<file path="config.mk">
export PLATFORM = sky130hd
export DESIGN_NAME = fcv_tap_cell
export DESIGN_NICKNAME = d
export VERILOG_FILES = /design/src/rtl/fcv_pkg.sv /design/src/rtl/fcv_tap_cell.sv
export SDC_FILE = /design/constraint.sdc
export NUM_CORES = 1
export LEC_CHECK = 0
export ABC_AREA = 0
export BUFFER_PORTS_ARGS = -buffer_cell sky130_fd_sc_hd__buf_4
export CAP_MARGIN = 20
export CORE_AREA = 2 2 210 212
export DETAILED_ROUTE_END_ITERATION = 10
export DIE_AREA = 0 0 212 214
export SKIP_LAST_GASP = 1
export SLEW_MARGIN = 20
export SYNTH_ARGS = -nofsm -noshare
export SYNTH_HDL_FRONTEND = slang
export SYNTH_SLANG_ARGS = --single-unit
</file>
<file path="constraint.sdc">
create_clock -name clock -period 14.3 [get_ports clock]
set_clock_uncertainty 0.05 [all_clocks]
set_input_delay 0.715 -clock clock [delete_from_list [all_inputs] [get_ports clock]]
set_output_delay 0.715 -clock clock [all_outputs]
set_load 0.01 [all_outputs]
</file>
<file path="src/rtl/fcv_pkg.sv">
// ----------------------------------------------------------------------------
// FIR convolution package
// Widths, payload types, wave control struct and feeder states.
// ----------------------------------------------------------------------------
package fcv_pkg;

   // Default number of taps in the cell row
   localparam int TAPS_DEFAULT = 16;

   // Q1.15 samples and coefficients, Q6.30 sums
   localparam int SMP_W = 16;
   localparam int SUM_W = 36;

   typedef logic signed [SMP_W-1:0] fcv_smp_type;
   typedef logic signed [SUM_W-1:0] fcv_sum_type;

   // Control that travels with each wave through the tap row
   typedef struct packed {
      logic vld;       // wave carries an item
      logic is_smp;    // 1: signal sample or tail zero, 0: coefficient load
      logic wr;        // load position lies inside the row
      logic clr;       // clear history once this wave has passed
      logic emit;      // wave yields a result at the end of the row
      logic last_res;  // final result of the signal
   } fcv_ctl_type;

   // Feeder states
   typedef enum logic {
      FCV_RUN,
      FCV_TAIL
   } fcv_state_type;

endpackage

</file>
<file path="src/rtl/fcv_tap_cell.sv">
// ----------------------------------------------------------------------------
// FIR convolution tap cell
// One tap: holds a coefficient and one history sample, adds its product to
// the passing partial sum and hands the older sample to its neighbour.
// ----------------------------------------------------------------------------
module fcv_tap_cell #(
   parameter int TAPS = fcv_pkg::TAPS_DEFAULT,
   parameter int KW   = $clog2(TAPS + 1),
   parameter int IDX  = 0
) (
   input  logic                 clock,
   input  logic                 reset,
   input  logic                 adv,
   input  fcv_pkg::fcv_ctl_type ctl_i,
   input  logic [KW-1:0]        tag_i,
   input  fcv_pkg::fcv_smp_type smp_i,
   input  fcv_pkg::fcv_sum_type psum_i,
   output fcv_pkg::fcv_ctl_type ctl_o,
   output logic [KW-1:0]        tag_o,
   output fcv_pkg::fcv_smp_type smp_o,
   output fcv_pkg::fcv_sum_type psum_o
);
   import fcv_pkg::*;

   fcv_smp_type               coef_ff;
   fcv_smp_type               hist_ff;
   fcv_ctl_type               ctl_ff;
   logic [KW-1:0]             tag_ff;
   fcv_smp_type               smp_ff, smp_in;
   fcv_sum_type               psum_ff, psum_in;
   logic signed [2*SMP_W-1:0] prod;
   logic                      active;
   logic                      coef_we;

   // Multiply-add on the passing wave; taps past the kernel add nothing
   assign prod    = coef_ff * smp_i;
   assign active  = ctl_i.is_smp && (KW'(IDX) < tag_i);
   assign psum_in = psum_i + (active ? SUM_W'(prod) : '0);
   assign smp_in  = ctl_i.is_smp ? hist_ff : smp_i;
   assign coef_we = ctl_i.vld && !ctl_i.is_smp && ctl_i.wr && (tag_i == KW'(IDX));

   // Coefficient store, written only by a load aimed at this tap
   always_ff @(posedge clock) begin
      if (adv && coef_we) begin
         coef_ff <= smp_i;
      end
   end

   // Shift history on samples, clear at the end of a signal
   always_ff @(posedge clock) begin
      if (reset) begin
         hist_ff <= '0;
      end else if (adv && ctl_i.vld) begin
         if (ctl_i.clr) begin
            hist_ff <= '0;
         end else if (ctl_i.is_smp) begin
            hist_ff <= smp_i;
         end
      end
   end

   // Advance the wave to the next tap
   always_ff @(posedge clock) begin
      if (reset) begin
         ctl_ff <= '0;
      end else if (adv) begin
         ctl_ff <= ctl_i;
      end
   end

   always_ff @(posedge clock) begin
      if (adv) begin
         tag_ff  <= tag_i;
         smp_ff  <= smp_in;
         psum_ff <= psum_in;
      end
   end

   assign ctl_o  = ctl_ff;
   assign tag_o  = tag_ff;
   assign smp_o  = smp_ff;
   assign psum_o = psum_ff;

endmodule

</file>
# Word level (Yosys, flattened, before mapping)
# Index checks and enable logic that the tools add are counted.
[word_totals]
mem_bits_ro = 0
regBits = 95
mem_count = 0
wordCells = 28
mem_bits_rw = 0
inputBits = 66
latchBits = 0
[op_classes]
n_eq_ne = 0
n_lt_le_gt_ge = 1
n_mux = 4
reduce_logical = 10
add_sub_neg = 1
shifts = 0
bitwise = 0
n_mul = 1
div = 0
[ops]
columns = ["cell", "count"]
rows = [
  ["two-way mux 16 bit", 3],
  ["adder 36 bit", 1],
  ["two-way mux 36 bit", 1],
  ["multiplier 16 x 16 -> 32 bit", 1],
  ["logical AND 1 bit", 6],
  ["logical NOT 5 bit", 1],
  ["less-than comparator 1 x 5 -> 1 bit (first input constant)", 1],
  ["AND reduction 2 bit", 1],
  ["nonzero test 2 bit", 1],
  ["logical NOT 1 bit", 1],
]

# Longest topological paths before layout
# Gate-level depths: netlist of run 1.
[depth]
word_depth = 5
mapped_depth = 36

# Least setup slack after synthesis of run 1
# No wires, ideal clock.
[synth_path]
path_type = "input port to flip-flop"
start = "in smp_i[7]"
end = "reg psum_ff[35], in the netlist psum_o[35] (data pin)"
stages = 34
setup_ns = 0.260
arrival_time_ns = 8.026
setup_slack_ns = 5.964
path_buffers = 2
required_ns = 13.990
cell_sequence = "clkbuf_1 -> clkbuf_1 -> nand2_1 -> fa_1 -> inv_1 -> fa_1 -> inv_1 -> fa_1 -> inv_1 -> fa_1 -> fa_1 -> inv_1 -> fa_1 -> inv_1 -> ha_1 -> a21o_1 -> a21o_1 -> a211o_1 -> a2111o_1 -> and3_1 -> o41ai_2 -> xor2_1 -> nor2_1 -> ha_1 -> o21a_1 -> nor2_1 -> o31a_1 -> o21ai_0 -> nand2_1 -> o211ai_1 -> o2111ai_1 -> nand2_1 -> o211ai_1 -> xnor2_1"
[synth_between]
elab_chain_len = 3
[synth_rtl]
columns = ["element", "line_no", "source"]
rows = [
  ["from (decl)", "fcv_tap_cell.sv:16", "input fcv_pkg::fcv_smp_type smp_i,"],
  ["multiplier 16 x 16 -> 32 bit", "fcv_tap_cell.sv:36", "assign prod = coef_ff * smp_i;"],
  ["two-way mux 36 bit", "fcv_tap_cell.sv:38", "assign psum_in = psum_i + (active ? SUM_W'(prod) : '0);"],
  ["adder 36 bit", "fcv_tap_cell.sv:38", ""],
  ["net psum_in[35]", "fcv_tap_cell.sv:30", "fcv_sum_type psum_ff, psum_in;"],
  ["to (signal assigned)", "fcv_tap_cell.sv:75", "psum_ff <= psum_in;"],
  ["to (decl)", "fcv_tap_cell.sv:30", ""],
]
# The timed path passes the listed nets, and every way through them passes these cells.
# A chain may end at the register's enable or synchronous reset.

# Worst setup path in the final report of run 1
[layout_path]
start = "reg coef_ff[9]"
end = "reg psum_ff[25], in the netlist psum_o[25] (data pin)"
[layout_between]
elab_chain_len = 3
[layout_rtl]
columns = ["element", "line_no", "source"]
rows = [
  ["from (decl)", "fcv_tap_cell.sv:25", "fcv_smp_type coef_ff;"],
  ["from (signal assigned)", "fcv_tap_cell.sv:45", "coef_ff <= smp_i;"],
  ["multiplier 16 x 16 -> 32 bit", "fcv_tap_cell.sv:36", ""],
  ["two-way mux 36 bit", "fcv_tap_cell.sv:38", ""],
  ["adder 36 bit", "fcv_tap_cell.sv:38", ""],
  ["net psum_in[25]", "fcv_tap_cell.sv:30", ""],
]
# The timed path passes the listed nets, and every way through them passes these cells.

==> reports/metrics.csv, run 1 <==
metric,value,unit
global-route wire length before repair,60000,um
Cells after Synth,1543,
Tightest Pin Transition,0.996,ns
port buffer count,128,
slowest library cell on the worst path,edfxtp_1,
CP Class,flip-flop to flip-flop,
Resized Gates After CTS,0,
hpwl dp,29800,um
htree depth,3,
final hold violation count,0,
HP Class,flip-flop to flip-flop,
Longest Clk Path Bufs,2,
final setup fails,0,
"Top cell by count, worst path",fa_1,
Crit. End Element,flip-flop,
vias in the first global route,11371,
layout cells sized above 1,10.6,%
initial antenna violation count,0,
GRT Util Overall,16.9,%
setup TNS,0,ns
critical path's largest stage delay,0.84,ns
Hold Buf Count CTS,0,
clock root buffer,clkbuf_16,
clock buffer count from CTS,9,
WL/cell,16.6,um
Max Slew Vio Count,0,
status,"finished, final reports clean",
Starting Density,34.7,%
period utilization,60.1,%
CP arrival,8.65,ns
asr flop ratio synth,0,%
Skew-Pair Late Insertion Delay,0.36,ns
DR iter-0 viols,580,
die area,45400,sq um
drt first pass iters,7,
clock-pin transition on the worst setup and hold timing paths,0.08,ns
cell area after synthesis,14900,sq um
vias per std cell,4.92,
Peak Freq,116,MHz
die width,212,um
CTS tree,done,
startpoint types,flip-flop,
"Max FO, Critical Path",16,
final layout net count,2078,
postcts setup bufs,0,
area delta synth->final,12.1,%
Ant. Diodes,0,
I/O pins,129,
Cell Rows,76,
worst path required time,14.37,ns
"EDFF count, synth",73,
post-synthesis sequential area ratio,17.7,%
synth warn,0,
core area,42900,sq um
DRT Wirelength,36800,um
Rel. slew slack,33.5,%
post-synthesis register bit count,95,
Synth Net Count,1989,
Mean Syn Cell Area,9.65,sq um
via count,10938,
Die Y,214,um
total gr overflow,0,
Cell variety after synth,65,
RD Place Congestion,0.857,
max cap viols,0,
top_reg_cell synth,edfxtp_1,
unrepaired setup endpoints after global routing,no,
CTS sink count,95,
Period minus WS final,8.59,ns
drt drc,0,
Reg2Reg Setup Slack,5.71,ns
antenna-violating nets left,0,
largest net degree at the start of global routing,66,
[layer usage]
layer | track usage (%) | share of wire, % | vias to the layer above
met4 | 4.95 | 2.5 | 0
li1 | - | - | 5023
met5 | 0 | 0 | -
met1 | 22.1 | 41 | 5598
met2 | 29.4 | 52 | 274
met3 | 1.58 | 3.7 | 43
[cell families after synthesis]
group           count (synthesis)  synth area share [%]
flops                          95                  17.7
simple gates                  445                  14.8
compound gates                186                  8.30
xor+xnor                       59                  3.47
buf+inv                       357                  9.03
mux                            21                  1.54
fa+ha+maj                     380                  45.2
[synthesized netlist by cell type, drive strengths merged, types with 3 or more instances]
| cell type | n | area (sq um) |
|---|---|---|
| a2111oi | 3 | 63.8 |
| a211oi | 9 | 67.6 |
| a21boi | 4 | 33.8 |
| a21o | 30 | 225 |
| a21oi | 66 | 334 |
| a31oi | 5 | 31.3 |
| and2 | 121 | 757 |
| and3 | 6 | 37.5 |
| buf | 3 | 16.3 |
| clkbuf | 49 | 184 |
| dfxtp | 22 | 440 |
| edfxtp | 73 | 2190 |
| fa | 263 | 5270 |
| ha | 117 | 1460 |
| inv | 305 | 1140 |
| mux2 | 15 | 169 |
| mux2i | 6 | 60.1 |
| nand2 | 161 | 604 |
| nand2b | 11 | 68.8 |
| nand3 | 9 | 45.0 |
| nand4 | 7 | 43.8 |
| nor2 | 75 | 282 |
| nor2b | 8 | 50.1 |
| nor3 | 16 | 91.3 |
| nor3b | 16 | 120 |
| nor4 | 4 | 25.0 |
| o211ai | 6 | 50.1 |
| o21a | 6 | 45.0 |
| o21ai | 31 | 159 |
| o21bai | 4 | 30.0 |
| o31ai | 4 | 30.0 |
| or3 | 3 | 18.8 |
| xnor2 | 44 | 385 |
| xor2 | 15 | 131 |
[state kept, by name, summed over array words and instances, names as in the netlist]
register  flops
psum_o       36
hist_ff      16
ctl_o         6
tag_o         5
coef_ff      16
smp_o        16
[worst paths after layout]
| kind | startpoint | endpoint | depth (start not counted) |
|---|---|---|---|
| max | coef_ff[9] | psum_o[25] | 28 |
| min | ctl_o[3] | ctl_o[3] | 2 |
| max reg2reg | coef_ff[9] | psum_o[25] | 28 |
| min reg2reg | ctl_o[3] | ctl_o[3] | 2 |
[placed cells by master, fill, tap and decap left out, types with 3 or more instances in the layout]
cell type	synthesis	routed
ha_1	117	117
a211oi_1	9	9
nand3_1	9	9
o31ai_1	4	4
and2_1	121	121
dfxtp_1	22	22
mux2_2	15	15
and3_1	6	6
nand2b_1	11	11
a21o_1	30	30
xnor2_1	44	44
nand4_1	7	7
or3_1	3	3
o21a_1	6	6
inv_1	305	305
inv_6	0	4
nand2_1	161	161
a31oi_1	5	5
mux2i_1	6	6
nor4_1	4	3
o21ai_0	25	25
o21bai_1	4	4
fa_1	263	263
nor2_1	75	75
nor2b_1	8	8
buf_4	1	130
xor2_1	15	15
nor3_1	15	15
o211ai_1	5	5
o21ai_1	5	5
clkbuf_16	0	9
edfxtp_1	73	73
a21oi_1	65	65
nor3b_1	16	16
[critical path: cells and delay by family, from the launching register on]
family / cells / cell delay, ns
adders and majority gates: 8 / 3.72
AOI/OAI and AO/OA: 11 / 2.55
DFF: 1 / 0.84
and+or+nand+nor: 6 / 0.77
xor gates and xnor gates: 2 / 0.33
buffers and inverters: 1 / 0.05
[through the flow]
stage	instance area (sq um)	utilization [%]	setup WS (ns)	cells	hold slack [ns]
finish	16700	38.9	5.71	2222	0.428
global route	16700	38.9	5.26	2222	0.459
CTS	16700	38.9	5.73	2222	0.434
detailed placement	16400	38.3	5.61	2206	0.423
global placement	16400	38.3	5.76	2206	0.412
floorplan	14900	-	5.96	1543	0.401
[final cells by class]
type / count / area (sq um)
Timing Repair Buffer: 130 / 976
Clock buffer: 9 / 225
Sequential cell: 95 / 2630
Inverter: 305 / 1140
Fill cell: 4247 / 26200
Tap cell: 585 / 732
Multi-Input combinational cell: 1091 / 10900
Clock inverter: 7 / 60.1
Power of run 1 is not shown: default switching activity piles up to over one toggle a cycle in this logic, so the estimate is an artifact.
==> run 2: changes to the inputs <==
clock period = 6.91 ns   (was 14.3 ns; I/O delays follow)
==> reports/metrics.csv, run 2 (synthesis gave the netlist of run 1 again) <==
metric,value,unit
die width,212,um
"Max FO, Critical Path",3,
Non-Filler Instances,2496,
drt first pass iters,4,
antenna-violating nets left,0,
status,"complete, but fails checks",
critical path's largest stage delay,0.55,ns
Crit. End Element,flip-flop,
Longest Clk Path Bufs,2,
final hold violation count,0,
layout cells sized above 1,29.0,%
unrepaired setup endpoints after global routing,yes,
CP arrival,7.86,ns
Die Y,214,um
total gr overflow,0,
via count,11804,
DR iter-0 viols,514,
setup TNS,-11.97,ns
crit-path leading delay family,adder cells,
GRT Util Overall,17.3,%
most frequent cells in the layout,"buf_4 (383), inv_1 (290), fa_1 (252), nand2_1 (157), ha_1 (106)",
Rel. slew slack,34.1,%
clock buffer count from CTS,9,
core area,42900,sq um
Hold Buf Count CTS,0,
"most common cell after layout, fill and taps aside",buf_4,
initial antenna violation count,0,
die area,45400,sq um
port buffer count,128,
hpwl dp,32300,um
WL/cell,15.5,um
period utilization,113,%
area delta synth->final,29.7,%
Reg2Reg Setup Slack,-0.89,ns
clock-pin transition on the worst setup and hold timing paths,0.09,ns
Starting Density,34.7,%
CP Class,flip-flop to flip-flop,
CTS sink count,95,
crit path buf inv count,6,
"Top cell by count, worst path",fa_1,
Max Slew Vio Count,0,
failing checks,setup timing,
vias per std cell,4.73,
final layout net count,2351,
final setup fails,19,
WHS,0.128,ns
HP Class,input pin to flip-flop,
max cap viols,0,
CTS tree,done,
drt drc,0,
Cell Rows,76,
RD Place Congestion,0.862,
max reg flops,36,
cell total after placement,2438,
htree depth,3,
slowest library cell on the worst path,fa_1,
global-route wire length before repair,62200,um
worst path required time,6.98,ns
Tightest Pin Transition,0.987,ns
startpoint types,flip-flop,
clock root buffer,clkbuf_16,
I/O pins,129,
setup ws final,-0.889,ns
Period minus WS final,7.80,ns
DRT Wirelength,38700,um
Peak Freq,128,MHz
vias in the first global route,12524,
Skew-Pair Late Insertion Delay,0.37,ns
largest net degree at the start of global routing,66,
[run 2: cell types whose count changed in the layout (fill, tap and decap cells not counted), sizes merged]
cell      before  now
clkbuf         9   11
buf          130  403
inv          310  309
clkinv         2    0
clkinvlp       0    1
diode          0    1
[run 2: routing by layer]
metal	track usage (%)	wire [um]
met1	21.4	15700
met5	0	0
met3	2.11	1300
met2	31.4	20800
met4	5.00	879
[run 2: layout make-up]
| type | instances | area [sq um] |
|---|---|---|
| Fill cell | 4127 | 23600 |
| Multi-Input combinational cell | 1091 | 11400 |
| Timing Repair Buffer | 403 | 3110 |
| Sequential cell | 95 | 2630 |
| Inverter | 305 | 1140 |
| Tap cell | 585 | 732 |
| Clock buffer | 11 | 253 |
| Clock inverter | 5 | 45.0 |
| Antenna cell | 1 | 2.50 |
[run 2: path summary, 6_finish.rpt]
kind	startpoint	endpoint	cells past startpoint
setup / recovery	coef_ff[4]	psum_o[35]	30
hold reg to reg	ctl_o[3]	ctl_o[3]	2
setup reg to reg	coef_ff[4]	psum_o[35]	30
hold / removal	tag_i[3]	tag_o[3]	1
[run 2: repair_timing]
action,4_1_cts,5_1_grt
endpoints found under the setup margin,20,22
resized for setup,54,68
pin swaps,54,57
buffers inserted,25,23
[run 2: worst register-to-register path: cells and delay by family (launching register included)]
family                   cells  cell delay (ns)
XOR/XNOR                     2             0.28
adder cells (fa/ha/maj)      8             3.63
buffers and inverters        6             0.43
AO/OA/AOI/OAI                6             1.49
flip-flops                   1             0.41
AND/OR/NAND/NOR              8             1.23
[run 2: stage by stage]
stage / area, sq um / setup slack [ns] / utilization, %
after floorplan: 15100 / -0.597 / -
after global placement: 18300 / -0.904 / 42.7
after detailed placement: 18300 / -0.969 / 42.7
after CTS: 18900 / -0.911 / 44.2
after global routing: 19300 / -1.16 / 45.0
final: 19300 / -0.889 / 45.0
Power of run 2 is left out for the same reason.
==> run 3: changes to the inputs <==
CORE_AREA = 2 2 165 167   (was 2 2 210 212)
DIE_AREA = 0 0 167 169   (was 0 0 212 214)
PLACE_DENSITY_LB_ADDON = 0.12   (was not set)
==> reports/metrics.csv, run 3 (synthesis gave the netlist of run 1 again) <==
metric,value,unit
GRT Util Overall,29.0,%
worst path required time,6.99,ns
final setup fails,20,
Skew-Pair Late Insertion Delay,0.37,ns
critical path's largest stage delay,0.53,ns
drt drc,0,
area delta synth->final,27.3,%
Hold Buf Count CTS,0,
"Design Area, Final",19000,sq um
Longest Clk Path Bufs,2,
HP Class,input pin to flip-flop,
CP Class,flip-flop to flip-flop,
grt met3 use,3.23,%
period utilization,113,%
unrepaired setup endpoints after global routing,yes,
M2 GR Usage,52.9,%
CTS sink count,95,
clock-pin transition on the worst setup and hold timing paths,0.08,ns
slowest library cell on the worst path,fa_1,
drt first pass iters,5,
hpwl dp,32200,um
total gr overflow,0,
DRT Wirelength,39700,um
antenna-violating nets left,0,
Crit. End Element,flip-flop,
Final Core Density,71.6,%
clock root buffer,clkbuf_16,
Rel. slew slack,41.1,%
GRT Max-Usage Layer,met2,
Starting Density,56.2,%
most frequent cells in the layout,"buf_4 (383), inv_1 (300), fa_1 (256), nand2_1 (156)",
max cap viols,0,
layout cells sized above 1,27.4,%
vias in the first global route,12702,
final hold violation count,0,
vias per std cell,5.34,
via count,11989,
Die Y,169,um
crit path buf inv count,6,
Tightest Pin Transition,0.884,ns
post-placement cell area,18000,sq um
Cell Rows,60,
initial antenna violation count,2,
CP arrival,7.91,ns
setup TNS,-15.12,ns
"Top cell by count, worst path",fa_1,
WHS,0.113,ns
global-route wire length before repair,64000,um
crit-path leading delay family,adder cells,
max reg flops,36,
status,"complete, but fails checks",
Peak Freq,128,MHz
CTS tree,done,
RD Place Congestion,0.881,
failing checks,setup timing,
WL/cell,17.7,um
Period minus WS final,7.84,ns
die area,28200,sq um
core area,26500,sq um
DR iter-0 viols,786,
setup ws final,-0.926,ns
clock buffer count from CTS,9,
"Max FO, Critical Path",3,
"most common cell after layout, fill and taps aside",buf_4,
htree depth,3,
Max Slew Vio Count,0,
final layout net count,2345,
port buffer count,128,
die width,167,um
largest net degree at the start of global routing,66,
startpoint types,flip-flop,
met1 GRT Util,35.6,%
I/O pins,129,
==> run 3: area by class of cell <==
cell class	count	area [sq um]
antenna	2	5.00
clock inverter	6	80.1
tap	341	427
multi-input combinational	1091	11300
clock buffer	10	250
fill	2068	7530
timing repair buffer	397	3080
inverter	305	1140
sequential	95	2630
==> run 3: timing repair <==
| item | in CTS | in global routing |
|---|---|---|
| pin swaps | 27 | 58 |
| setup endpoints to repair | 21 | 22 |
| resized for setup | 42 | 38 |
| setup buffers | 17 | 17 |
| hold endpoints to repair | 0 | 0 |
==> run 3: per-stage QoR <==
| stage | worst slack (ns) | instances |
|---|---|---|
| 2_1_floorplan | -0.597 | 1543 |
| 3_3_place_gp | -0.946 | 2194 |
| 3_5_place_dp | -0.986 | 2194 |
| 4_1_cts | -0.917 | 2227 |
| 5_1_grt | -1.19 | 2247 |
| 6_report | -0.926 | 2247 |
==> run 3: metal layers <==
metal / up-vias / share of wire, %
met2: 338 / 53
li1: 5545 / -
met4: 0 / 3.6
met1: 6008 / 39
met5: - / 0
met3: 98 / 4.6
==> run 3: path summary, 6_finish.rpt <==
check / end / slack (ns) / start / cells past startpoint
setup / recovery: psum_o[34] / -0.93 / coef_ff[5] / 30
hold / removal: tag_o[2] / 0.11 / tag_i[2] / 1
setup reg to reg: psum_o[34] / -0.93 / coef_ff[5] / 30
hold reg to reg: hist_ff[5] / 0.44 / hist_ff[5] / 2
==> run 3: worst register-to-register path: cells and delay by family (launching register included) <==
| family | cells | cell delay (ns) |
|---|---|---|
| compound gates | 12 | 2.36 |
| fa+ha+maj | 8 | 3.55 |
| flops | 1 | 0.41 |
| simple gates | 3 | 0.68 |
| xor+xnor | 1 | 0.08 |
| buf+inv | 6 | 0.45 |
Power of run 3 is left out for the same reason.
