## src/rtl/fcv_pkg.sv

```systemverilog
// ----------------------------------------------------------------------------
// FIR convolution package
// Widths, payload types, wave control struct and feeder states.
// ----------------------------------------------------------------------------
package fcv_pkg;

   // Default number of taps in the cell row
   localparam int TAPS_DEFAULT = 16;

   // Q1.15 samples and coefficients, Q6.30 sums
   localparam int SMP_W = 16;
   localparam int SUM_W = 36;

   typedef logic signed [SMP_W-1:0] fcv_smp_type;
   typedef logic signed [SUM_W-1:0] fcv_sum_type;

   // Control that travels with each wave through the tap row
   typedef struct packed {
      logic vld;       // wave carries an item
      logic is_smp;    // 1: signal sample or tail zero, 0: coefficient load
      logic wr;        // load position lies inside the row
      logic clr;       // clear history once this wave has passed
      logic emit;      // wave yields a result at the end of the row
      logic last_res;  // final result of the signal
   } fcv_ctl_type;

   // Feeder states
   typedef enum logic {
      FCV_RUN,
      FCV_TAIL
   } fcv_state_type;

endpackage

```

## src/rtl/fcv_if.sv

```systemverilog
// ----------------------------------------------------------------------------
// FIR convolution channel interfaces
// Valid/ready channels for input items, results and the control register.
// ----------------------------------------------------------------------------
interface fcv_req_if;
   import fcv_pkg::*;

   logic        valid;
   logic        ready;
   logic        mode;
   fcv_smp_type sample_value;
   logic        last;

   modport source (output valid, output mode, output sample_value, output last,
                   input ready);
   modport sink   (input valid, input mode, input sample_value, input last,
                   output ready);
endinterface


interface fcv_csr_if;
   logic valid;
   logic ready;
   logic delay_correct;

   modport source (output valid, output delay_correct, input ready);
   modport sink   (input valid, input delay_correct, output ready);
endinterface

```

## src/rtl/fcv_feeder.sv

```systemverilog
// ----------------------------------------------------------------------------
// FIR convolution feeder
// Takes input items, tracks kernel length, load position and dropped
// outputs, and launches one wave per cycle into the tap row while it
// advances, including the zero tail after the final sample of a signal.
// ----------------------------------------------------------------------------
module fcv_feeder #(
   parameter int TAPS = fcv_pkg::TAPS_DEFAULT,
   parameter int KW   = $clog2(TAPS + 1)
) (
   input  logic                clock,
   input  logic                reset,
   input  logic                adv,
   fcv_req_if.sink             req_bus,
   fcv_csr_if.sink             csr_bus,
   output fcv_pkg::fcv_ctl_type ctl_o,
   output logic [KW-1:0]       tag_o,
   output fcv_pkg::fcv_smp_type smp_o
);
   import fcv_pkg::*;

   localparam int SW = $clog2(TAPS / 2 + 2);

   fcv_state_type state_ff, state_in;
   logic [KW-1:0] load_pos_ff, load_pos_in;
   logic [KW-1:0] klen_ff, klen_in;
   logic [SW-1:0] sup_ff, sup_in;
   logic [KW-1:0] tail_ff, tail_in;
   logic          dc_ff;
   logic          xfer;
   logic          wr;
   logic          drop;
   logic          end_sig;

   // Control register: always ready
   assign csr_bus.ready = 1'b1;

   always_ff @(posedge clock) begin
      if (reset) begin
         dc_ff <= 1'b0;
      end else if (csr_bus.valid) begin
         dc_ff <= csr_bus.delay_correct;
      end
   end

   // Take input only while running and the row can advance
   assign req_bus.ready = adv && (state_ff == FCV_RUN);
   assign xfer          = req_bus.valid && req_bus.ready;

   // Hold feeder state while the row is stalled
   always_ff @(posedge clock) begin
      if (reset) begin
         state_ff    <= FCV_RUN;
         load_pos_ff <= '0;
         klen_ff     <= '0;
         sup_ff      <= '0;
         tail_ff     <= '0;
      end else if (adv) begin
         state_ff    <= state_in;
         load_pos_ff <= load_pos_in;
         klen_ff     <= klen_in;
         sup_ff      <= sup_in;
         tail_ff     <= tail_in;
      end
   end

   assign wr      = load_pos_ff < KW'(TAPS);
   assign drop    = dc_ff && (KW'(sup_ff) < (klen_ff >> 1));
   assign end_sig = dc_ff || (klen_ff == KW'(1));

   // Next state and wave launch
   always_comb begin
      state_in    = state_ff;
      load_pos_in = load_pos_ff;
      klen_in     = klen_ff;
      sup_in      = sup_ff;
      tail_in     = tail_ff;
      ctl_o       = '0;
      tag_o       = klen_ff;
      smp_o       = req_bus.sample_value;

      unique case (state_ff)
         FCV_RUN: begin
            if (xfer && !req_bus.mode) begin
               // Coefficient load: write through the row, close on last
               ctl_o.vld = 1'b1;
               ctl_o.wr  = wr;
               tag_o     = load_pos_ff;
               if (wr) begin
                  load_pos_in = load_pos_ff + KW'(1);
               end
               if (req_bus.last) begin
                  ctl_o.clr   = 1'b1;
                  klen_in     = wr ? load_pos_ff + KW'(1) : load_pos_ff;
                  load_pos_in = '0;
                  sup_in      = '0;
               end
            end else if (xfer && (klen_ff != '0)) begin
               // Signal sample: drop leading outputs under delay correction
               ctl_o.vld      = 1'b1;
               ctl_o.is_smp   = 1'b1;
               ctl_o.emit     = !drop;
               ctl_o.last_res = req_bus.last && end_sig;
               ctl_o.clr      = req_bus.last && end_sig;
               if (drop) begin
                  sup_in = sup_ff + SW'(1);
               end
               if (req_bus.last) begin
                  sup_in = '0;
                  if (!end_sig) begin
                     state_in = FCV_TAIL;
                     tail_in  = KW'(1);
                  end
               end
            end
         end
         FCV_TAIL: begin
            // Flush the kernel with zero samples
            ctl_o.vld      = 1'b1;
            ctl_o.is_smp   = 1'b1;
            ctl_o.emit     = 1'b1;
            ctl_o.last_res = tail_ff == klen_ff - KW'(1);
            ctl_o.clr      = ctl_o.last_res;
            smp_o          = '0;
            tail_in        = tail_ff + KW'(1);
            if (ctl_o.last_res) begin
               state_in = FCV_RUN;
            end
         end
         default: begin
            state_in = FCV_RUN;
         end
      endcase
   end

endmodule

```

## src/flat_wrapper.sv

```systemverilog
// flat-port wrapper written by rule: the top's interface ports become plain ports
module fcv_feeder_flat import fcv_pkg::*;
#(
   parameter int TAPS = fcv_pkg::TAPS_DEFAULT,
   parameter int KW   = $clog2(TAPS + 1)
)
  (clock, reset, adv, ctl_o, tag_o, smp_o, req_bus_valid, req_bus_mode, req_bus_sample_value, req_bus_last, req_bus_ready, csr_bus_valid, csr_bus_delay_correct, csr_bus_ready);
  fcv_req_if req_bus_i ();
  fcv_csr_if csr_bus_i ();
  input  logic clock;
  input  logic reset;
  input  logic adv;
  output fcv_pkg::fcv_ctl_type ctl_o;
  output logic [KW-1:0] tag_o;
  output fcv_pkg::fcv_smp_type smp_o;
  input wire logic [$bits(req_bus_i.valid)-1:0] req_bus_valid;
  input wire logic [$bits(req_bus_i.mode)-1:0] req_bus_mode;
  input wire logic [$bits(req_bus_i.sample_value)-1:0] req_bus_sample_value;
  input wire logic [$bits(req_bus_i.last)-1:0] req_bus_last;
  output wire logic [$bits(req_bus_i.ready)-1:0] req_bus_ready;
  input wire logic [$bits(csr_bus_i.valid)-1:0] csr_bus_valid;
  input wire logic [$bits(csr_bus_i.delay_correct)-1:0] csr_bus_delay_correct;
  output wire logic [$bits(csr_bus_i.ready)-1:0] csr_bus_ready;
  assign req_bus_i.valid = req_bus_valid;
  assign req_bus_i.mode = req_bus_mode;
  assign req_bus_i.sample_value = req_bus_sample_value;
  assign req_bus_i.last = req_bus_last;
  assign req_bus_ready = req_bus_i.ready;
  assign csr_bus_i.valid = csr_bus_valid;
  assign csr_bus_i.delay_correct = csr_bus_delay_correct;
  assign csr_bus_ready = csr_bus_i.ready;
  fcv_feeder #(.TAPS(TAPS), .KW(KW)) u_core (.clock(clock), .reset(reset), .adv(adv), .req_bus(req_bus_i), .csr_bus(csr_bus_i), .ctl_o(ctl_o), .tag_o(tag_o), .smp_o(smp_o));
endmodule
```

## config.mk

```make
export PLATFORM = sky130hd
export DESIGN_NAME = fcv_feeder_flat
export DESIGN_NICKNAME = d
export VERILOG_FILES = /design/src/rtl/fcv_pkg.sv /design/src/rtl/fcv_if.sv /design/src/rtl/fcv_feeder.sv /design/src/flat_wrapper.sv
export SDC_FILE = /design/constraint.sdc
export NUM_CORES = 1
export LEC_CHECK = 0
export BUFFER_PORTS_ARGS = -buffer_cell sky130_fd_sc_hd__buf_2
export CAP_MARGIN = 10
export CORE_ASPECT_RATIO = 1.2
export CORE_MARGIN = 8
export CORE_UTILIZATION = 38
export CTS_BUF_LIST = sky130_fd_sc_hd__clkbuf_8
export DETAILED_ROUTE_END_ITERATION = 16
export PLACE_DENSITY_LB_ADDON = 0.12
export SLEW_MARGIN = 20
export SYNTH_ARGS = -nofsm -noshare
export SYNTH_HDL_FRONTEND = slang
export SYNTH_SLANG_ARGS = --single-unit
export TNS_END_PERCENT = 100
```

## constraint.sdc

```tcl
create_clock -name clock -period 3.1 [get_ports clock]
set_input_delay 0.62 -clock clock [delete_from_list [all_inputs] [get_ports clock]]
set_output_delay 0.62 -clock clock [all_outputs]
set_load 0.1 [all_outputs]
```

After elaboration in Yosys (flattened, before gate mapping) --
Index checks and enable logic that the tools add are counted.
Cells by class: muxes and demuxes 32, order comparisons 2, bitwise gates (word level) 1, reduce and logical (&&, ||, !) cells 15, div/mod/pow operators 0, equality and inequality tests 8, multiply operators 0, add/subtract/negate cells 4, shift-type cells 0
Operators with widths (count):
- $mux W5 | 8
- $mux W4 | 5
- $mux W16 | 1
- $mux W1 | 11
- $add A5 B1 Y5 const B | 2
- $ne A2 B2 Y1 const B | 5
- $pmux W5 S2 | 1
- $reduce_and A5 Y1 | 2
- $logic_and A1 B1 Y1 | 6
- $pmux W3 S2 | 1
- $eq A5 B1 Y1 const B | 1
- $eq A5 B5 Y1 | 1
- $lt A5 B5 Y1 const B | 1
- $reduce_bool A5 Y1 | 1
- $sub A5 B1 Y5 const B | 1
- $add A4 B1 Y4 const B | 1
- $lt A4 B4 Y1 | 1
- $mux W2 | 2
- $pmux W2 S2 | 1
- $reduce_and A4 Y1 | 1
- $mux W3 | 1
- $ne A3 B2 Y1 const B | 1
- $reduce_and A3 Y1 | 1
- $logic_not A1 Y1 | 2
- 4 further kinds | 4
Word-level totals: bits in read-only memories 0, output and inout bits 29, latch bits 0, flip-flop bits (word level) 21, logic and storage cells 68, input bits 24, memories kept 0, bits in writable memories 0

Depth between registers and ports, before layout --
Gate-level depths: netlist (run 1).
word-level depth 7, gate-level depth with buffers 8, mapped depth without buffers 7

Worst setup path before layout (run 1) --
No wires, ideal clock.
kind input-to-output, start point input req_bus_mode, end point output tag_o[0], arrival 3.179 ns, slack -0.699 ns, data required time 2.480 ns, buffers on the path 1, stages 3, path through and4bb_2 clkbuf_1 o21ai_0
Between the ends: cells in the longest elaborated chain, start to end 4
Ends and longest elaborated chain:
- start: declaration | line flat_wrapper.sv:17 | input wire logic [$bits(req_bus_i.mode)-1:0] req_bus_mode;
- $logic_not A1 Y1 | line fcv_feeder.sv:84 | if (xfer && !req_bus.mode) begin
- $logic_and A1 B1 Y1 | line fcv_feeder.sv:84
- $mux W5 | line fcv_feeder.sv:84
- $mux W5 | line fcv_feeder.sv:82 | unique case (state_ff)
- end: declaration | line flat_wrapper.sv:14 | output logic [KW-1:0] tag_o;
No other way between the ends.

==> results of run 1 <==
## power by group through the flow
stage,Sequential [mW],Combinational [mW],Clock [mW]
after floorplan,0.281,0.190,0
final,0.277,0.232,0.186
after global placement,0.283,0.233,0
after global routing,0.278,0.245,0.201
after CTS,0.277,0.234,0.193
after detailed placement,0.283,0.233,0
## synthesized netlist by cell type, drive strengths merged (3+ instances only)
cell type | number | area share
or2 | 3 | 0.012
nor2b | 20 | 0.080
clkbuf | 11 | 0.026
o211ai | 3 | 0.014
inv | 6 | 0.014
nor3 | 5 | 0.016
nand2 | 16 | 0.038
nor2 | 28 | 0.069
nor4 | 4 | 0.016
xnor2 | 4 | 0.022
a21oi | 8 | 0.026
nand2b | 3 | 0.017
nand3 | 5 | 0.016
nand3b | 5 | 0.024
o21ai | 13 | 0.041
a211oi | 4 | 0.019
xor2 | 8 | 0.045
ha | 9 | 0.072
dfxtp | 21 | 0.27
## critical path, delay by kind of cell (launching register included)
kind | cells | cell delay, ps
AO/OA/AOI/OAI | 2 | 630
flip-flops | 1 | 490
buffers and inverters | 2 | 430
adder cells (fa/ha/maj) | 1 | 330
AND/OR/NAND/NOR | 1 | 130
## logic make-up after synthesis
family	after synthesis	share of synthesized area
AND/OR/NAND/NOR	101	0.3541
AO/OA/AOI/OAI	41	0.1778
flip-flops	21	0.2679
buffers and inverters	18	0.04546
XOR/XNOR	12	0.06699
adder cells (fa/ha/maj)	9	0.07177
multiplexers	2	0.01356
other	1	0.002390
## metrics by stage
step	TNS [ps]	utilization	instances	setup slack (ps)
detailed placement	0	0.4695	299	426.4
global placement	0	0.4695	299	450.8
global route	0	0.4829	303	7.742
finish	0	0.4829	303	199.2
CTS	0	0.4813	303	109.3
floorplan	-3496	-	205	-699.1
## cell type report
type | count | share of cell area
multi-input cells | 166 | 0.5661
inverters | 6 | 0.01183
flip-flops and latches | 21 | 0.2216
clock buffers | 3 | 0.02170
repair buffers | 52 | 0.1407
clock inverters | 1 | 0.002630
well taps | 54 | 0.03550
## cell usage in the layout, fill, tap and decap left out, types with 3 or more instances in the layout
cell / instances
a211oi_1: 4
a21oi_1: 8
buf_2: 49
clkbuf_8: 3
dfxtp_1: 20
ha_1: 9
inv_1: 6
nand2_1: 16
nand3_1: 5
nand3b_1: 5
nor2_1: 27
nor2b_1: 20
nor3_1: 5
nor4_1: 4
o211ai_1: 3
o21ai_0: 13
or2_2: 3
xnor2_1: 4
xor2_1: 8
## routing by layer
metal,vias up,global-route usage
met2,51,0.2192
li1,804,-
met4,0,0.01786
met5,-,0
met3,0,0.04042
met1,696,0.1580
## sequential cells by signal, indices dropped and copies added, names as in the netlist
register,cells
u_core.load_pos_ff,5
u_core.state_ff,1
u_core.tail_ff,5
u_core.dc_ff,1
u_core.sup_ff,4
u_core.klen_ff,5
## timing repair
action,4_1_cts,5_1_grt
resized for setup,0,3
hold buffers,0,0
endpoints found under the setup margin,0,3
## worst paths after layout
| check | from | end | cells past startpoint |
|---|---|---|---|
| min | u_core.load_pos_ff[2] | u_core.load_pos_ff[2] | 2 |
| min reg2reg | u_core.load_pos_ff[2] | u_core.load_pos_ff[2] | 2 |
| max reg2reg | u_core.klen_ff[2] | u_core.sup_ff[3] | 6 |
| max | u_core.klen_ff[2] | ctl_o[1] | 6 |
==> results.yml, run 1 <==
global_routing:
  grt_pass1_wl_um: 6831
  grt_max_degree: 26
  grt_pass1_vias: 1506
  grtUsageTotal: 0.1299
  antenna_found_initial: 0
  grt-ovfl-total: 0
routing:
  wl_met3_um: 370
  top_layer: "met3"
  drt_iter0_drc: 70
  drt.antenna.violating_nets: 0
  post_drt_wl_per_cell_um: 13.40
  dr.pass1.iters: 4
  drt-total-wl_um: 4060
  num_vias: 1551
  drt-met1-wl_um: 1896
  viasPerCell: 5.119
  remaining_drc_errors: 0
  met2WireLength_um: 1794
setup_path:
  cp.required_ps: 2480
  cpPeakStageDelay_ps: 490
  end_kind: "output port"
  rrSetupSlack_ps: 890
  start_kind: "register"
  critical_path.max_fanout: 8
  critPathKind: "register to output port"
  critPathArrivalTime_ps: 2280
  slowest_stage: "dfxtp_1"
  worstPathCellList: "inv_1 -> ha_1 -> a2111oi_4 -> nor2_2 -> a31o_2 -> buf_2"
synthesis:
  ys_types: 45
  ys_seq_area_frac: 0.2679
  synthCells: 205
  yosys_warnings: 0
  synth_edf_count: 0
  syn_nets: 238
  synth_seq_cells: 21
  ys.flop_type: "dfxtp_1"
  synth_area_um2: 1569
  syn_area_per_cell_um2: 7.654
  async_reset_ff_frac: 0
finish:
  nFillCells: 423
  diodes: 0
  register_area_um2: 421.7
  finalInstanceArea_um2: 1903
  drive_above_1_share: 0.2771
  multi_input_area_um2: 1077
  nets: 283
  area_growth_syn_to_layout_pct: 21.29
power_and_ir_drop:
  leakagePower_nw: 0.8383
  total_power_mw: 0.6952
  p_clk_frac: 0.268
  ir_drop_mv: 0.2198
  pwr-share-seq: 0.399
  switchingPower_mw: 0.2850
  p_comb_frac: 0.334
  p_per_area_nw_per_um2: 365.3
  p_int_mw: 0.4103
  sw_frac_of_total: 0.4099
floorplanning:
  core_area_um2: 3941
  start_util: 0.3981
  num_rows: 25
  ioPinCount: 53
  design.die.area_um2: 6450
  die-width_um: 74.66
  die_h_um: 86.39
clock_tree:
  cts_setup_buffers: 0
  clk_pin_slew_ps: 90
  cts-htree-levels: 1
  cts_buffer_depth: 2
  cts_num_sinks: 21
  cts_root_buf: "clkbuf_8"
  cts_buffers: 3
  clk_latency_ps: 260
  cts_tree: "built"
sta:
  final_hold_viol_count: 0
  whs_ps: 535.9
  slew_headroom: 0.6515
  maxSlewViolCount: 0
  worst_slew_pin_slew_ps: 515.5
  min_period_over_period: 0.9357
  rsz0062_at_grt: "no"
  min_period_ps: 2901
  max_freq_mhz: 344.7
  report.final.setup_viol: 0
  skew_ps: 7.828
outcome:
  status: "complete, no violations"
run:
  max_cap_violations: 0
placement:
  dp_hpwl_um: 3241
  gp_congestion: 0.8152
  numPortBuffers: 51
  placed_area_um2: 1851
hold_path:
  min_path_type: "register to register"
No activity file was read; power rests on OpenSTA's default activity.
==> run 2, diff against run 1 <==
CORE_ASPECT_RATIO = 0.7   (was 1.2)
==> run 2 against run 1 <==
Worst hold slack better by 5.7 ps. Fmax is 1.9% lower. Clock skew hardly changed. Core utilization is 0.22 points higher. Sequential power hardly changed. Worst setup slack worse by 56 ps. Flip-flop and latch count stayed put. Die area is 0.37% higher. Design area is 0.59% higher. Clock-buffer cell count stayed put. Via count is 0.90% higher. Critical endpoint unchanged.
==> results.yml, run 2 (synthesized netlist as in run 1, its figures left out) <==
routing:
  viasPerCell: 5.199
  drt.antenna.violating_nets: 0
  drt_iter0_drc: 58
  dr.pass1.iters: 4
  drt-total-wl_um: 4318
  post_drt_wl_per_cell_um: 14.35
  num_vias: 1565
  remaining_drc_errors: 0
sta:
  slew_headroom: 0.6529
  fin_tns_setup_ps: 0
  skew_ps: 8.203
  final_hold_viol_count: 0
  report.final.setup_viol: 0
  max_freq_mhz: 338.2
  fin_ws_ps: 142.9
  whs_ps: 541.7
  min_period_over_period: 0.9539
  worst_slew_pin_slew_ps: 519.3
  maxSlewViolCount: 0
  rsz0062_at_grt: "no"
  min_period_ps: 2957
run:
  max_cap_violations: 0
global_routing:
  grt_pass1_vias: 1465
  antenna_found_initial: 0
  grt_pass1_wl_um: 7086
  grt-ovfl-total: 0
  grt_max_degree: 26
  grtUsageTotal: 0.1309
setup_path:
  critical_path.max_fanout: 8
  worst_r2r_path_depth: 6
  crit_end: "ctl_o[1]"
  cpPeakStageDelay_ps: 500
  cp.required_ps: 2480
  crit_family: "compound AO/OA/AOI/OAI gates"
  cp-startpoint: "u_core.klen_ff[2]"
  end_kind: "output port"
  reg2reg_from: "u_core.klen_ff[2]"
  start_kind: "register"
  cp_num_buf_inv: 2
  critPathKind: "register to output port"
  critPathArrivalTime_ps: 2340
  slowest_stage: "dfxtp_1"
  r2r_end: "u_core.sup_ff[3]"
  path_depth: 6
  worstPathCellList: "inv_1 -> ha_1 -> a2111oi_4 -> nor2_2 -> a31o_2 -> buf_2"
  rrSetupSlack_ps: 840
power_and_ir_drop:
  p_per_area_nw_per_um2: 363.1
  total_power_mw: 0.6952
  ir_drop_mv: 0.2452
  leakagePower_nw: 0.8416
finish:
  final_common_cell: "buf_2"
  fin_cells: 301
  layout_common_cells: "buf_2, nor2_1, dfxtp_1"
  nFillCells: 397
  area_growth_syn_to_layout_pct: 22.01
  diodes: 0
  reg_top3: "u_core.klen_ff: 5 flops, u_core.load_pos_ff: 5 flops, u_core.tail_ff: 5 flops"
  nets: 283
  drive_above_1_share: 0.2811
placement:
  numPortBuffers: 51
  gp_congestion: 0.8390
  dpl.cell_count: 297
  pre_cts_slack_ps: 336.3
  dp_hpwl_um: 3389
floorplanning:
  die-width_um: 92.80
  design.die.area_um2: 6474
  start_util: 0.3976
  ioPinCount: 53
  num_rows: 19
  core_area_um2: 3946
  die_h_um: 69.76
clock_tree:
  cts_buffer_depth: 2
  clk_latency_ps: 270
  cts_num_sinks: 21
  cts_setup_buffers: 0
  cts_buffers: 3
  cts_tree: "built"
  cts-htree-levels: 1
  clk_pin_slew_ps: 80
  cts_root_buf: "clkbuf_8"
outcome:
  status: "complete, no violations"
hold_path:
  min_path_type: "register to register"
==> run 2: stage by stage <==
step | area [µm²] | utilization
2_1_floorplan | 1569 | -
6_report | 1914 | 0.4851
5_1_grt | 1914 | 0.4851
3_3_place_gp | 1848 | 0.4683
4_1_cts | 1893 | 0.4797
3_5_place_dp | 1848 | 0.4683
==> run 2: power breakdown <==
part | switching [mW] | total (mW) | internal [mW]
combinational | 0.185 | 0.233 | 0.0482
clock | 0.0961 | 0.185 | 0.0884
sequential | 0.00471 | 0.277 | 0.273
total | 0.286 | 0.695 | 0.409
==> run 2: cell type report <==
type	instances	area, µm²	area share
multi-input cells	166	1094	0.5712
flip-flops and latches	21	420.4	0.2196
repair buffers	52	267.8	0.1399
well taps	52	65.06	0.03399
clock buffers	3	41.29	0.02157
inverters	6	22.52	0.01176
clock inverters	1	3.754	0.001961
==> run 2: worst min path at each step <==
stage                                     start               endpoint  cells past startpoint
after detailed placement      u_core.tail_ff[4]      u_core.tail_ff[4]                      2
after global placement    u_core.load_pos_ff[2]  u_core.load_pos_ff[2]                      2
after global routing          u_core.tail_ff[4]      u_core.tail_ff[4]                      2
after floorplan                u_core.sup_ff[3]       u_core.sup_ff[3]                      2
final                     u_core.load_pos_ff[2]  u_core.load_pos_ff[2]                      2
after CTS                 u_core.load_pos_ff[2]  u_core.load_pos_ff[2]                      2
==> run 2: tightest hold or removal path: stages (launching register included) <==
cell and delay (ps):
dfxtp_1 370, nand2_1 80, a21oi_1 50
==> run 2: repair_timing <==
action	CTS	global route
resized for setup	0	5
hold buffers	0	0
hold endpoints to repair	0	0
setup endpoints to repair	0	3
==> run 2: routing by layer <==
metal | up-vias | share of wire | wire length, µm | GRT usage
li1 | 803 | - | - | -
met1 | 691 | 0.47 | 2042 | 0.1792
met2 | 69 | 0.38 | 1630 | 0.1877
met3 | 2 | 0.14 | 624 | 0.05189
met4 | 0 | 0.0046 | 20 | 0.02135
met5 | - | 0 | 0 | 0
